<file path="src/sv/ubrf_pkg.sv">
`timescale 1ns / 1ps

package ubrf_pkg;

   localparam int BYTE_W    = 8;
   localparam int OFF_W     = 3;
   localparam int DIV_W     = 16;
   localparam int POLL_W    = 4;
   localparam int IND_DEPTH = 256;
   localparam int IND_AW    = 8;

   localparam logic [POLL_W-1:0] POLL_LIMIT = 4'd8;
   localparam logic [POLL_W-1:0] POLL_MAX   = 4'd15;

   // access kinds
   localparam logic CMD_READ  = 1'b0;
   localparam logic CMD_WRITE = 1'b1;

   // register offsets
   localparam logic [OFF_W-1:0] OFF_RHR_THR = 3'd0;
   localparam logic [OFF_W-1:0] OFF_IER     = 3'd1;
   localparam logic [OFF_W-1:0] OFF_FCR_EFR = 3'd2;
   localparam logic [OFF_W-1:0] OFF_LCR     = 3'd3;
   localparam logic [OFF_W-1:0] OFF_MCR     = 3'd4;
   localparam logic [OFF_W-1:0] OFF_LSR_ICR = 3'd5;
   localparam logic [OFF_W-1:0] OFF_MSR     = 3'd6;
   localparam logic [OFF_W-1:0] OFF_SPR     = 3'd7;

   localparam logic [BYTE_W-1:0] LCR_BANK_KEY = 8'hBF;
   localparam logic [BYTE_W-1:0] LCR_DLAB     = 8'h80;
   localparam logic [BYTE_W-1:0] LSR_RX_READY = 8'h61;
   localparam logic [BYTE_W-1:0] LSR_RX_EMPTY = 8'h60;
   localparam logic [BYTE_W-1:0] EFR_BAD_BITS = 8'hEF;
   localparam logic [BYTE_W-1:0] FCR_BAD_BITS = 8'hF8;
   localparam logic [BYTE_W-1:0] LCR_BAD_BITS = 8'h7C;
   localparam logic [BYTE_W-1:0] MCR_BAD_BITS = 8'hFD;
   localparam logic [DIV_W-1:0]  DIV_HI_MASK  = 16'hFF00;
   localparam logic [DIV_W-1:0]  DIV_LO_MASK  = 16'h00FF;

   localparam logic [IND_AW-1:0] ACR_INDEX = 8'd0;

   typedef struct packed {
      logic [BYTE_W-1:0] read_data;
      logic              tx_valid;
      logic [BYTE_W-1:0] tx_byte;
      logic              rx_take;
      logic              sleep_request;
      logic              access_error;
   } rsp_type;

endpackage

</file>
<file path="src/sv/ubrf_if.sv">
`timescale 1ns / 1ps

interface ubrf_req_if;
   logic                            valid;
   logic                            ready;
   logic                            cmd;
   logic [ubrf_pkg::OFF_W-1:0]      reg_offset;
   logic [ubrf_pkg::BYTE_W-1:0]     write_data;
   logic                            rx_ready;
   logic [ubrf_pkg::BYTE_W-1:0]     rx_byte;

   modport source (output valid, cmd, reg_offset, write_data, rx_ready, rx_byte,
                   input ready);
   modport sink   (input valid, cmd, reg_offset, write_data, rx_ready, rx_byte,
                   output ready);
endinterface

interface ubrf_rsp_if;
   logic                            valid;
   logic                            ready;
   logic [ubrf_pkg::BYTE_W-1:0]     read_data;
   logic                            tx_valid;
   logic [ubrf_pkg::BYTE_W-1:0]     tx_byte;
   logic                            rx_take;
   logic                            sleep_request;
   logic                            access_error;

   modport source (output valid, read_data, tx_valid, tx_byte, rx_take, sleep_request,
                   access_error, input ready);
   modport sink   (input valid, read_data, tx_valid, tx_byte, rx_take, sleep_request,
                   access_error, output ready);
endinterface

interface ubrf_csr_if;
   logic valid;
   logic ready;
   logic data;

   modport source (output valid, data, input ready);
   modport sink   (input valid, data, output ready);
endinterface

</file>
<file path="src/sv/ubrf_ram.sv">
`timescale 1ns / 1ps

module ubrf_ram #(
   parameter int WIDTH = 8,
   parameter int DEPTH = 256
) (
   input  logic                     clock,
   input  logic                     we,
   input  logic [$clog2(DEPTH)-1:0] waddr,
   input  logic [WIDTH-1:0]         wdata,
   input  logic [$clog2(DEPTH)-1:0] raddr,
   output logic [WIDTH-1:0]         rdata
);

   logic [WIDTH-1:0] mem [DEPTH];
   logic [WIDTH-1:0] rdata_ff;

   // read-first: a same-cycle write is not seen
   always_ff @(posedge clock) begin
      if (we) begin
         mem[waddr] <= wdata;
      end
      rdata_ff <= mem[raddr];
   end

   assign rdata = rdata_ff;

endmodule

</file>
<file path="src/sv/ubrf_core.sv">
`timescale 1ns / 1ps

module ubrf_core (
   input  logic                          clock,
   input  logic                          reset,
   input  logic                          csr_we,
   input  logic                          csr_data,
   input  logic                          acc,
   input  logic                          cmd,
   input  logic [ubrf_pkg::OFF_W-1:0]    reg_offset,
   input  logic [ubrf_pkg::BYTE_W-1:0]   write_data,
   input  logic                          rx_ready,
   input  logic [ubrf_pkg::BYTE_W-1:0]   rx_byte,
   output ubrf_pkg::rsp_type             rsp
);

   logic                          clock_select_ff, clock_select_in;
   logic [ubrf_pkg::DIV_W-1:0]    divisor_ff, divisor_in;
   logic [ubrf_pkg::BYTE_W-1:0]   lcr_ff, lcr_in;
   logic [ubrf_pkg::BYTE_W-1:0]   mcr_ff, mcr_in;
   logic [ubrf_pkg::BYTE_W-1:0]   fcr_ff, fcr_in;
   logic [ubrf_pkg::BYTE_W-1:0]   efr_ff, efr_in;
   logic [ubrf_pkg::IND_AW-1:0]   spr_ff, spr_in;
   logic                          bank_ff, bank_in;
   logic [ubrf_pkg::POLL_W-1:0]   poll_ff, poll_in;
   logic [ubrf_pkg::POLL_W-1:0]   poll_cnt;
   // ACR lives in RAM entry 0: valid bit plus a registered forward path
   logic                          acr_valid_ff, acr_valid_in;
   logic                          fwd_valid_ff, fwd_valid_in;
   logic [ubrf_pkg::BYTE_W-1:0]   fwd_data_ff;
   logic                          ram_we;
   logic [ubrf_pkg::BYTE_W-1:0]   ram_q;
   logic [ubrf_pkg::BYTE_W-1:0]   acr;
   logic                          lcr7, acr7, acr6;

   ubrf_ram #(
      .WIDTH (ubrf_pkg::BYTE_W),
      .DEPTH (ubrf_pkg::IND_DEPTH)
   ) u_ind_ram (
      .clock (clock),
      .we    (ram_we),
      .waddr (spr_ff),
      .wdata (write_data),
      .raddr (ubrf_pkg::ACR_INDEX),
      .rdata (ram_q)
   );

   always_comb begin
      if (fwd_valid_ff) begin
         acr = fwd_data_ff;
      end else if (acr_valid_ff) begin
         acr = ram_q;
      end else begin
         acr = '0;
      end
   end

   assign lcr7 = lcr_ff[7];
   assign acr7 = acr[7];
   assign acr6 = acr[6];
   assign poll_cnt = (poll_ff < ubrf_pkg::POLL_MAX) ? poll_ff + 4'd1 : ubrf_pkg::POLL_MAX;

   assign clock_select_in = csr_we ? csr_data : clock_select_ff;

   always_comb begin
      divisor_in = divisor_ff;
      lcr_in     = lcr_ff;
      mcr_in     = mcr_ff;
      fcr_in     = fcr_ff;
      efr_in     = efr_ff;
      spr_in     = spr_ff;
      bank_in    = bank_ff;
      poll_in    = poll_ff;
      ram_we     = 1'b0;
      rsp        = '0;
      if (acc) begin
         poll_in = '0;
         if (cmd == ubrf_pkg::CMD_WRITE) begin
            case (reg_offset)
               ubrf_pkg::OFF_RHR_THR: begin
                  if (lcr7) begin
                     divisor_in = (divisor_ff & ubrf_pkg::DIV_HI_MASK) | {8'h00, write_data};
                  end else begin
                     rsp.tx_valid = 1'b1;
                     rsp.tx_byte  = write_data;
                  end
               end
               ubrf_pkg::OFF_IER: begin
                  if (lcr7) begin
                     divisor_in = (divisor_ff & ubrf_pkg::DIV_LO_MASK) | {write_data, 8'h00};
                  end else begin
                     rsp.access_error = 1'b1;
                  end
               end
               ubrf_pkg::OFF_FCR_EFR: begin
                  if (bank_ff) begin
                     rsp.access_error = |(write_data & ubrf_pkg::EFR_BAD_BITS);
                     efr_in = write_data;
                  end else begin
                     rsp.access_error = |(write_data & ubrf_pkg::FCR_BAD_BITS);
                     fcr_in = write_data;
                  end
               end
               ubrf_pkg::OFF_LCR: begin
                  if (acr7) begin
                     rsp.access_error = 1'b1;
                  end else if (write_data == ubrf_pkg::LCR_BANK_KEY) begin
                     bank_in = 1'b1;
                     lcr_in  = lcr_ff | ubrf_pkg::LCR_DLAB;
                  end else begin
                     bank_in = 1'b0;
                     rsp.access_error = |(write_data & ubrf_pkg::LCR_BAD_BITS);
                     lcr_in  = write_data;
                  end
               end
               ubrf_pkg::OFF_MCR: begin
                  if (bank_ff || acr7) begin
                     rsp.access_error = 1'b1;
                  end else begin
                     rsp.access_error = |(write_data & ubrf_pkg::MCR_BAD_BITS);
                     mcr_in = write_data;
                  end
               end
               ubrf_pkg::OFF_LSR_ICR: begin
                  if (bank_ff) begin
                     rsp.access_error = 1'b1;
                  end else begin
                     ram_we = 1'b1;
                  end
               end
               ubrf_pkg::OFF_SPR: begin
                  if (bank_ff) begin
                     rsp.access_error = 1'b1;
                  end else begin
                     spr_in = write_data;
                  end
               end
               default: begin
                  rsp.access_error = 1'b1;
               end
            endcase
         end else begin
            case (reg_offset)
               ubrf_pkg::OFF_RHR_THR: begin
                  if (lcr7 || !rx_ready) begin
                     rsp.access_error = 1'b1;
                  end else begin
                     rsp.read_data = rx_byte;
                     rsp.rx_take   = 1'b1;
                  end
               end
               ubrf_pkg::OFF_FCR_EFR: begin
                  if (bank_ff) begin
                     rsp.read_data = efr_ff;
                  end else begin
                     rsp.access_error = 1'b1;
                  end
               end
               ubrf_pkg::OFF_LCR: begin
                  if (acr7) begin
                     rsp.access_error = 1'b1;
                  end else begin
                     rsp.read_data = bank_ff ? ubrf_pkg::LCR_BANK_KEY : lcr_ff;
                  end
               end
               ubrf_pkg::OFF_LSR_ICR: begin
                  if (bank_ff || acr7 || acr6) begin
                     rsp.access_error = 1'b1;
                  end else begin
                     rsp.sleep_request = poll_cnt > ubrf_pkg::POLL_LIMIT;
                     poll_in = rx_ready ? '0 : poll_cnt;
                     rsp.read_data = rx_ready ? ubrf_pkg::LSR_RX_READY
                                              : ubrf_pkg::LSR_RX_EMPTY;
                  end
               end
               default: begin
                  rsp.access_error = 1'b1;
               end
            endcase
         end
      end
   end

   assign fwd_valid_in = ram_we && (spr_ff == ubrf_pkg::ACR_INDEX);
   assign acr_valid_in = acr_valid_ff | fwd_valid_in;

   // MCR power-on value follows the clock option: 1 when it is 0, else 0
   always_ff @(posedge clock) begin
      if (reset) begin
         clock_select_ff <= 1'b0;
         divisor_ff      <= 16'd1;
         lcr_ff          <= '0;
         mcr_ff          <= {7'd0, ~clock_select_ff};
         fcr_ff          <= '0;
         efr_ff          <= '0;
         spr_ff          <= '0;
         bank_ff         <= 1'b0;
         poll_ff         <= '0;
         acr_valid_ff    <= 1'b0;
         fwd_valid_ff    <= 1'b0;
      end else begin
         clock_select_ff <= clock_select_in;
         divisor_ff      <= divisor_in;
         lcr_ff          <= lcr_in;
         mcr_ff          <= mcr_in;
         fcr_ff          <= fcr_in;
         efr_ff          <= efr_in;
         spr_ff          <= spr_in;
         bank_ff         <= bank_in;
         poll_ff         <= poll_in;
         acr_valid_ff    <= acr_valid_in;
         fwd_valid_ff    <= fwd_valid_in;
      end
   end

   always_ff @(posedge clock) begin
      fwd_data_ff <= write_data;
   end

endmodule

</file>
<file path="src/sv/ubrf_out.sv">
`timescale 1ns / 1ps

module ubrf_out (
   input  logic              clock,
   input  logic              reset,
   input  logic              acc,
   input  ubrf_pkg::rsp_type din,
   output logic              in_ready,
   output logic              out_valid,
   input  logic              out_ready,
   output ubrf_pkg::rsp_type dout
);

   logic              out_v_ff, out_v_in;
   logic              skid_v_ff, skid_v_in;
   ubrf_pkg::rsp_type out_ff, out_in;
   ubrf_pkg::rsp_type skid_ff, skid_in;
   logic              out_free;

   assign out_free = !out_v_ff || out_ready;
   assign in_ready = !skid_v_ff;

   always_comb begin
      out_v_in  = out_v_ff;
      skid_v_in = skid_v_ff;
      out_in    = out_ff;
      skid_in   = skid_ff;
      if (out_free) begin
         if (skid_v_ff) begin
            out_v_in  = 1'b1;
            out_in    = skid_ff;
            skid_v_in = acc;
            skid_in   = din;
         end else begin
            out_v_in  = acc;
            out_in    = din;
         end
      end else if (acc) begin
         skid_v_in = 1'b1;
         skid_in   = din;
      end
   end

   always_ff @(posedge clock) begin
      if (reset) begin
         out_v_ff  <= 1'b0;
         skid_v_ff <= 1'b0;
      end else begin
         out_v_ff  <= out_v_in;
         skid_v_ff <= skid_v_in;
      end
   end

   always_ff @(posedge clock) begin
      out_ff  <= out_in;
      skid_ff <= skid_in;
   end

   assign out_valid = out_v_ff;
   assign dout      = out_ff;

endmodule

</file>
<file path="src/sv/uart_banked_register_file_unit.sv">
`timescale 1ns / 1ps

// Register interface of a 16C950-style UART, one bus access per word.
// req_bus: a read or write to one of eight offsets, with the receive byte
//   and its ready flag sampled alongside. rsp_bus: one result word per
//   request (read data, transmit byte, receive take, sleep and error flags).
// csr_bus: clock option write, always ready; the user must have it only
//   written while idle; the block does not enforce this.
// Throughput: one access per cycle while req ready holds; the result word is
//   registered, and register update and decode complete in the accept cycle.
// The indirect array sits in a 256x8 RAM; entry 0 (ACR) is read at a fixed
//   address every cycle, with a forward path covering the RAM read latency
//   and a valid bit giving zero before the first write.
// Reset: all registers to their power-on values, output and skid empty.
// Stall: a two-entry output (register plus skid) keeps taking requests
//   while one result waits; req ready drops only when both are full.
module uart_banked_register_file_unit (
   input  logic           clock,
   input  logic           reset,
   ubrf_req_if.sink       req_bus,
   ubrf_rsp_if.source     rsp_bus,
   ubrf_csr_if.sink       csr_bus
);

   logic              acc;
   logic              in_ready;
   ubrf_pkg::rsp_type core_rsp;
   ubrf_pkg::rsp_type out_rsp;

   assign csr_bus.ready = 1'b1;
   assign req_bus.ready = in_ready;
   assign acc           = req_bus.valid && in_ready;

   ubrf_core u_core (
      .clock      (clock),
      .reset      (reset),
      .csr_we     (csr_bus.valid),
      .csr_data   (csr_bus.data),
      .acc        (acc),
      .cmd        (req_bus.cmd),
      .reg_offset (req_bus.reg_offset),
      .write_data (req_bus.write_data),
      .rx_ready   (req_bus.rx_ready),
      .rx_byte    (req_bus.rx_byte),
      .rsp        (core_rsp)
   );

   ubrf_out u_out (
      .clock     (clock),
      .reset     (reset),
      .acc       (acc),
      .din       (core_rsp),
      .in_ready  (in_ready),
      .out_valid (rsp_bus.valid),
      .out_ready (rsp_bus.ready),
      .dout      (out_rsp)
   );

   assign rsp_bus.read_data     = out_rsp.read_data;
   assign rsp_bus.tx_valid      = out_rsp.tx_valid;
   assign rsp_bus.tx_byte       = out_rsp.tx_byte;
   assign rsp_bus.rx_take       = out_rsp.rx_take;
   assign rsp_bus.sleep_request = out_rsp.sleep_request;
   assign rsp_bus.access_error  = out_rsp.access_error;

   // back-pressure only with a result already waiting
   a_ready_needs_full: assert property (@(posedge clock) disable iff (reset)
      !in_ready |-> rsp_bus.valid)
      else $error("request stalled with empty output");

   // an accepted word into an empty output shows up next cycle
   a_result_follows: assert property (@(posedge clock) disable iff (reset)
      (acc && !rsp_bus.valid) |=> rsp_bus.valid)
      else $error("result word lost");

   // errors never carry data or a transmit
   a_error_clean: assert property (@(posedge clock) disable iff (reset)
      (rsp_bus.valid && rsp_bus.access_error) |->
      (rsp_bus.read_data == '0 && !rsp_bus.tx_valid && !rsp_bus.rx_take))
      else $error("error word carries payload");

   // one access cannot both transmit and take a receive byte
   a_tx_rx_exclusive: assert property (@(posedge clock) disable iff (reset)
      rsp_bus.valid |-> !(rsp_bus.tx_valid && rsp_bus.rx_take))
      else $error("transmit and receive in one word");

endmodule
</file>
<file path="src/flat_wrapper.sv">
// flat-port wrapper written by rule: the top's interface ports become plain ports
module uart_banked_register_file_unit_flat 
  (clock, reset, req_bus_valid, req_bus_cmd, req_bus_reg_offset, req_bus_write_data, req_bus_rx_ready, req_bus_rx_byte, req_bus_ready, rsp_bus_valid, rsp_bus_read_data, rsp_bus_tx_valid, rsp_bus_tx_byte, rsp_bus_rx_take, rsp_bus_sleep_request, rsp_bus_access_error, rsp_bus_ready, csr_bus_valid, csr_bus_data, csr_bus_ready);
  ubrf_req_if req_bus_i ();
  ubrf_rsp_if rsp_bus_i ();
  ubrf_csr_if csr_bus_i ();
  input  logic clock;
  input  logic reset;
  input wire logic [$bits(req_bus_i.valid)-1:0] req_bus_valid;
  input wire logic [$bits(req_bus_i.cmd)-1:0] req_bus_cmd;
  input wire logic [$bits(req_bus_i.reg_offset)-1:0] req_bus_reg_offset;
  input wire logic [$bits(req_bus_i.write_data)-1:0] req_bus_write_data;
  input wire logic [$bits(req_bus_i.rx_ready)-1:0] req_bus_rx_ready;
  input wire logic [$bits(req_bus_i.rx_byte)-1:0] req_bus_rx_byte;
  output wire logic [$bits(req_bus_i.ready)-1:0] req_bus_ready;
  output wire logic [$bits(rsp_bus_i.valid)-1:0] rsp_bus_valid;
  output wire logic [$bits(rsp_bus_i.read_data)-1:0] rsp_bus_read_data;
  output wire logic [$bits(rsp_bus_i.tx_valid)-1:0] rsp_bus_tx_valid;
  output wire logic [$bits(rsp_bus_i.tx_byte)-1:0] rsp_bus_tx_byte;
  output wire logic [$bits(rsp_bus_i.rx_take)-1:0] rsp_bus_rx_take;
  output wire logic [$bits(rsp_bus_i.sleep_request)-1:0] rsp_bus_sleep_request;
  output wire logic [$bits(rsp_bus_i.access_error)-1:0] rsp_bus_access_error;
  input wire logic [$bits(rsp_bus_i.ready)-1:0] rsp_bus_ready;
  input wire logic [$bits(csr_bus_i.valid)-1:0] csr_bus_valid;
  input wire logic [$bits(csr_bus_i.data)-1:0] csr_bus_data;
  output wire logic [$bits(csr_bus_i.ready)-1:0] csr_bus_ready;
  assign req_bus_i.valid = req_bus_valid;
  assign req_bus_i.cmd = req_bus_cmd;
  assign req_bus_i.reg_offset = req_bus_reg_offset;
  assign req_bus_i.write_data = req_bus_write_data;
  assign req_bus_i.rx_ready = req_bus_rx_ready;
  assign req_bus_i.rx_byte = req_bus_rx_byte;
  assign req_bus_ready = req_bus_i.ready;
  assign rsp_bus_valid = rsp_bus_i.valid;
  assign rsp_bus_read_data = rsp_bus_i.read_data;
  assign rsp_bus_tx_valid = rsp_bus_i.tx_valid;
  assign rsp_bus_tx_byte = rsp_bus_i.tx_byte;
  assign rsp_bus_rx_take = rsp_bus_i.rx_take;
  assign rsp_bus_sleep_request = rsp_bus_i.sleep_request;
  assign rsp_bus_access_error = rsp_bus_i.access_error;
  assign rsp_bus_i.ready = rsp_bus_ready;
  assign csr_bus_i.valid = csr_bus_valid;
  assign csr_bus_i.data = csr_bus_data;
  assign csr_bus_ready = csr_bus_i.ready;
  uart_banked_register_file_unit u_core (.clock(clock), .reset(reset), .req_bus(req_bus_i), .rsp_bus(rsp_bus_i), .csr_bus(csr_bus_i));
endmodule
</file>
<file path="config.mk">
export PLATFORM = sky130hd
export DESIGN_NAME = uart_banked_register_file_unit_flat
export DESIGN_NICKNAME = d
export VERILOG_FILES = /design/src/sv/ubrf_pkg.sv /design/src/sv/ubrf_if.sv /design/src/sv/ubrf_ram.sv /design/src/sv/ubrf_core.sv /design/src/sv/ubrf_out.sv /design/src/sv/uart_banked_register_file_unit.sv /design/src/flat_wrapper.sv
export SDC_FILE = /design/constraint.sdc
export NUM_CORES = 1
export LEC_CHECK = 0
export ABC_AREA = 1
export BUFFER_PORTS_ARGS = -buffer_cell sky130_fd_sc_hd__buf_2
export CORE_ASPECT_RATIO = 1.5
export CORE_MARGIN = 2
export CORE_UTILIZATION = 61
export CTS_CLUSTER_DIAMETER = 40
export DETAILED_ROUTE_END_ITERATION = 12
export PLACE_DENSITY = 0.84
export SYNTH_ARGS = -nofsm -noshare
export SYNTH_HDL_FRONTEND = slang
export SYNTH_SLANG_ARGS = --single-unit
</file>
<file path="constraint.sdc">
create_clock -name clock -period 5 [get_ports clock]
set_input_delay 0.75 -clock clock [delete_from_list [all_inputs] [get_ports clock]]
set_output_delay 0.75 -clock clock [all_outputs]
set_load 0.01 [all_outputs]
</file>
==> summary by stage <==
Critical path
Of all nets on the critical path, the largest fanout is 24. The critical path goes through buf_2 > inv_1 > nand2_1 > o21ai_1 > buf_4. Counting buffers and inverters, the worst setup path is 5 cells deep. The delay of the slowest critical-path stage is 0.52 ns.

STA classifies the critical path endpoint as a flop. The critical path startpoint category is an input pin. The signal arrival time at the worst endpoint is 2.25 ns. The buffers plus inverters on the worst setup path is 3. At the worst endpoint, the required time is 5.05 ns. The family with the most delay on the worst path is simple AND/OR/NAND/NOR gates. The beginning of the worst register-to-register path is u_core.u_out.skid_v_ff.

The worst setup path is of the input pin to flop kind. The highest-delay cell along the critical path is sky130_fd_sc_hd__nand2_1. The number of cells traversed by the worst register-to-register path is 5. In this run the worst setup path begins at rsp_bus_ready.

Global route
The total global-route track usage is 24.6%. The maximum number of pins on one net before global-route repair is 27. The via count of the first global-routing pass is 2,746. After global routing the overflow that remains totals 0. The initial antenna violation count is 0. The first global-routing pass estimated 12.1 mm of wire.

Synthesis
The number of standard cells after synthesis is 417. By area the synthesized netlist is led by sky130_fd_sc_hd__edfxtp_1 (36%), sky130_fd_sc_hd__dfxtp_1 (21%), sky130_fd_sc_hd__nand2_1 (12%). sky130_fd_sc_hd__nand2_1 is the most common cell in the netlist.

The count of distinct cell types in the synthesized netlist is 27. The most common flop cell mapped by yosys is sky130_fd_sc_hd__edfxtp_1. The post-synthesis average cell area is 8.40 µm².

The commonest cells after synthesis are sky130_fd_sc_hd__nand2_1 (112), sky130_fd_sc_hd__inv_1 (50), sky130_fd_sc_hd__nor2_1 (50). The sequential share of the synthesized area is 57.2%. The area of the mapped netlist is 0.00350 mm².

In the synthesized netlist the async set-or-reset flop fraction comes to 0%. Yosys printed 0 warnings. Counting flops with a built-in enable in the synthesized netlist gives 42. After synthesis, the largest area contributor takes up 36.0% of total cell area.

The net count after synthesis is 445. The largest area contributor in the netlist is sky130_fd_sc_hd__edfxtp_1. The synthesized design contains 79 register bits.

Floorplan
The overall die area is 0.00638 mm². The die is 96.8 µm tall. The initial utilization of the core area, before any placement, comes to 63.8%. Row generation in the floorplan step produced 33 rows. The x dimension of the die is 65.9 µm. The count of boundary I/O pins is 50. The placeable core region is 0.00549 mm².

Worst hold path
Counting instances, the worst hold path has a depth of 0. The type of the worst min-delay path is flop to flop. The start point of the worst min-delay path is u_core.u_core.u_ind_ram.mem[0][6].

Timing
The max-slew violation count is 0. For the final routed database, the setup TNS stands at 0 ns. For the pin with the worst max-slew slack, the measured transition is 0.914 ns.

The worst hold slack across all endpoints is 0.350 ns. Of the available clock period, the critical path in the final layout requires 44.0%. The final number of setup-violating endpoints is 0.

The worst-case headroom to the max-slew limit is 38.9%. The final clock skew is 0.0120 ns. The worst path needs 2.20 ns of the cycle, external delays included. The highest clock rate is 455 MHz. Setup repair after global routing left no endpoint under its margin. The final hold violation count was 0.

Clock network
The clock transition at the register clock pins on the worst setup and hold paths after CTS is 0.08 ns. Buffers added to address setup during post-CTS repair amount to 0. The number of buffers inserted for hold repair after clock tree synthesis is 0. TritonCTS built the clock tree. The post-cts gate resize count is 0. In this run the deepest clock path goes through 2 buffers.

The clock latency at the later pin of the worst-skew pair is 0.36 ns. The H-tree was split into 3 levels. The tree built by TritonCTS fans out to 79 sinks.

The tree is rooted in a sky130_fd_sc_hd__clkbuf_8. TritonCTS created 9 clock buffers.

Drt
After detailed routing, the total wire length is 7.09 mm. The number of antenna-violating nets in the routed design is 0. For this run, design rule violations remaining after detail routing come to 0. The via density per instance is 5.38.

The via count is 2,899. The first TritonRoute pass finished after 5 iterations. After detailed routing, the average wire length per cell comes to 13.1 µm. For this block, the initial DRC count from the detailed router was 303.

Run status
The run finished with clean final reports.

Final layout
Of the cells placed in the final design, the portion with a size suffix greater than 1 is 15.6%. The repair_antennas step left the layout with diodes totalling 0. The layout overhead on the synthesized area is 12.6%.

The final layout contains 492 nets. After the flow finishes, the layout carries non-filler instances totaling 539.

Power and ir drop
Power spread over the standard cell area amounts to 312 mW/mm². The completed layout was analyzed and its total power is 1230 µW. Summed over all cells, the static leakage comes to 0.00184 µW.

The peak supply drop is 0.292 mV.

Placed design
The port buffer count is 46. The routability-driven placement congestion ratio is 0.862. Once detailed placement completed, the half-perimeter wirelength came to 5.25 mm. The cell count after placement is 523.

Job
The reported max-cap violation count is 0.
==> cell usage in the layout (no fill, tap or decap), drive strengths merged, types with 3 or more instances in the layout <==
master / count
clkbuf: 9
buf: 47
dfxtp: 37
a21oi: 25
nand2: 114
nand4: 9
nor2: 53
o21ai: 38
nor3: 7
edfxtp: 42
clkinv: 3
inv: 55
nand3: 25
==> sequential cells by signal (all words and copies together), names as in the netlist <==
register,flops
u_core.u_core.lcr_ff,8
u_core.u_out.skid_v_ff,1
u_core.u_core.poll_ff,4
u_core.u_out.out_valid,1
u_core.u_core.bank_ff,1
u_core.u_core.u_ind_ram.rdata,2
u_core.u_core.acr_valid_ff,1
u_core.u_out.dout,20
u_core.u_core.efr_ff,8
u_core.u_core.spr_ff,8
u_core.u_core.fwd_valid_ff,1
u_core.u_out.skid_ff,20
u_core.u_core.u_ind_ram.mem,2
u_core.u_core.fwd_data_ff,2
==> cell type report <==
type / count / area [µm²]
inverters: 52 / 195
flip-flops and latches: 79 / 2000
fillers: 402 / 1550
clock inverters: 7 / 55.1
clock buffers: 9 / 124
repair buffers: 47 / 238
multi-input cells: 275 / 1240
well taps: 70 / 87.6
==> worst paths after layout <==
path,to,slack [ns]
worst max-delay path,u_core.u_out.skid_ff[17],2.80
worst min-delay path,u_core.u_core.u_ind_ram.rdata[6],0.35
worst max register to register,u_core.u_out.dout[11],2.94
worst min register to register,u_core.u_core.u_ind_ram.rdata[6],0.35
==> metal layers <==
layer | wire (µm) | up-vias | GRT usage, %
li1 | - | 1459 | -
met1 | 2800 | 1338 | 29.2
met2 | 3780 | 87 | 42.3
met3 | 332 | 15 | 6.05
met4 | 175 | 0 | 8.65
met5 | 0 | - | 0
==> worst register-to-register path: stages (launching register included) <==
cell	delay, ns
sky130_fd_sc_hd__dfxtp_1	0.82
sky130_fd_sc_hd__nor2_1	0.20
sky130_fd_sc_hd__nand2_2	0.19
sky130_fd_sc_hd__nor3_2	0.06
sky130_fd_sc_hd__inv_1	0.35
sky130_fd_sc_hd__nand2_1	0.16
==> through the flow <==
stage	setup WS (ns)	utilization [%]	instance area, µm²
2_1_floorplan	1.76	-	3500
3_3_place_gp	2.51	68.5	3760
3_5_place_dp	2.43	68.5	3760
4_1_cts	2.80	71.8	3940
5_1_grt	2.66	71.8	3940
6_report	2.80	71.8	3940
==> cells by family (layout without fill, tap and decap cells) <==
logic type	Yosys count	after routing	synth area share [%]
adders and majority gates	1	1	0.357
AOI/OAI and AO/OA	65	65	9.75
buffers and inverters	63	115	7.40
and+or+nand+nor	208	208	25.2
other	1	1	0.107
DFF	79	79	57.2
==> power by group <==
group / total, µW / internal [µW] / switching (µW)
logic: 92.4 / 29.3 / 63.1
clock network: 430 / 187 / 244
registers: 707 / 700 / 6.83
total: 1230 / 916 / 314
No activity file was read; power rests on OpenSTA's default activity.
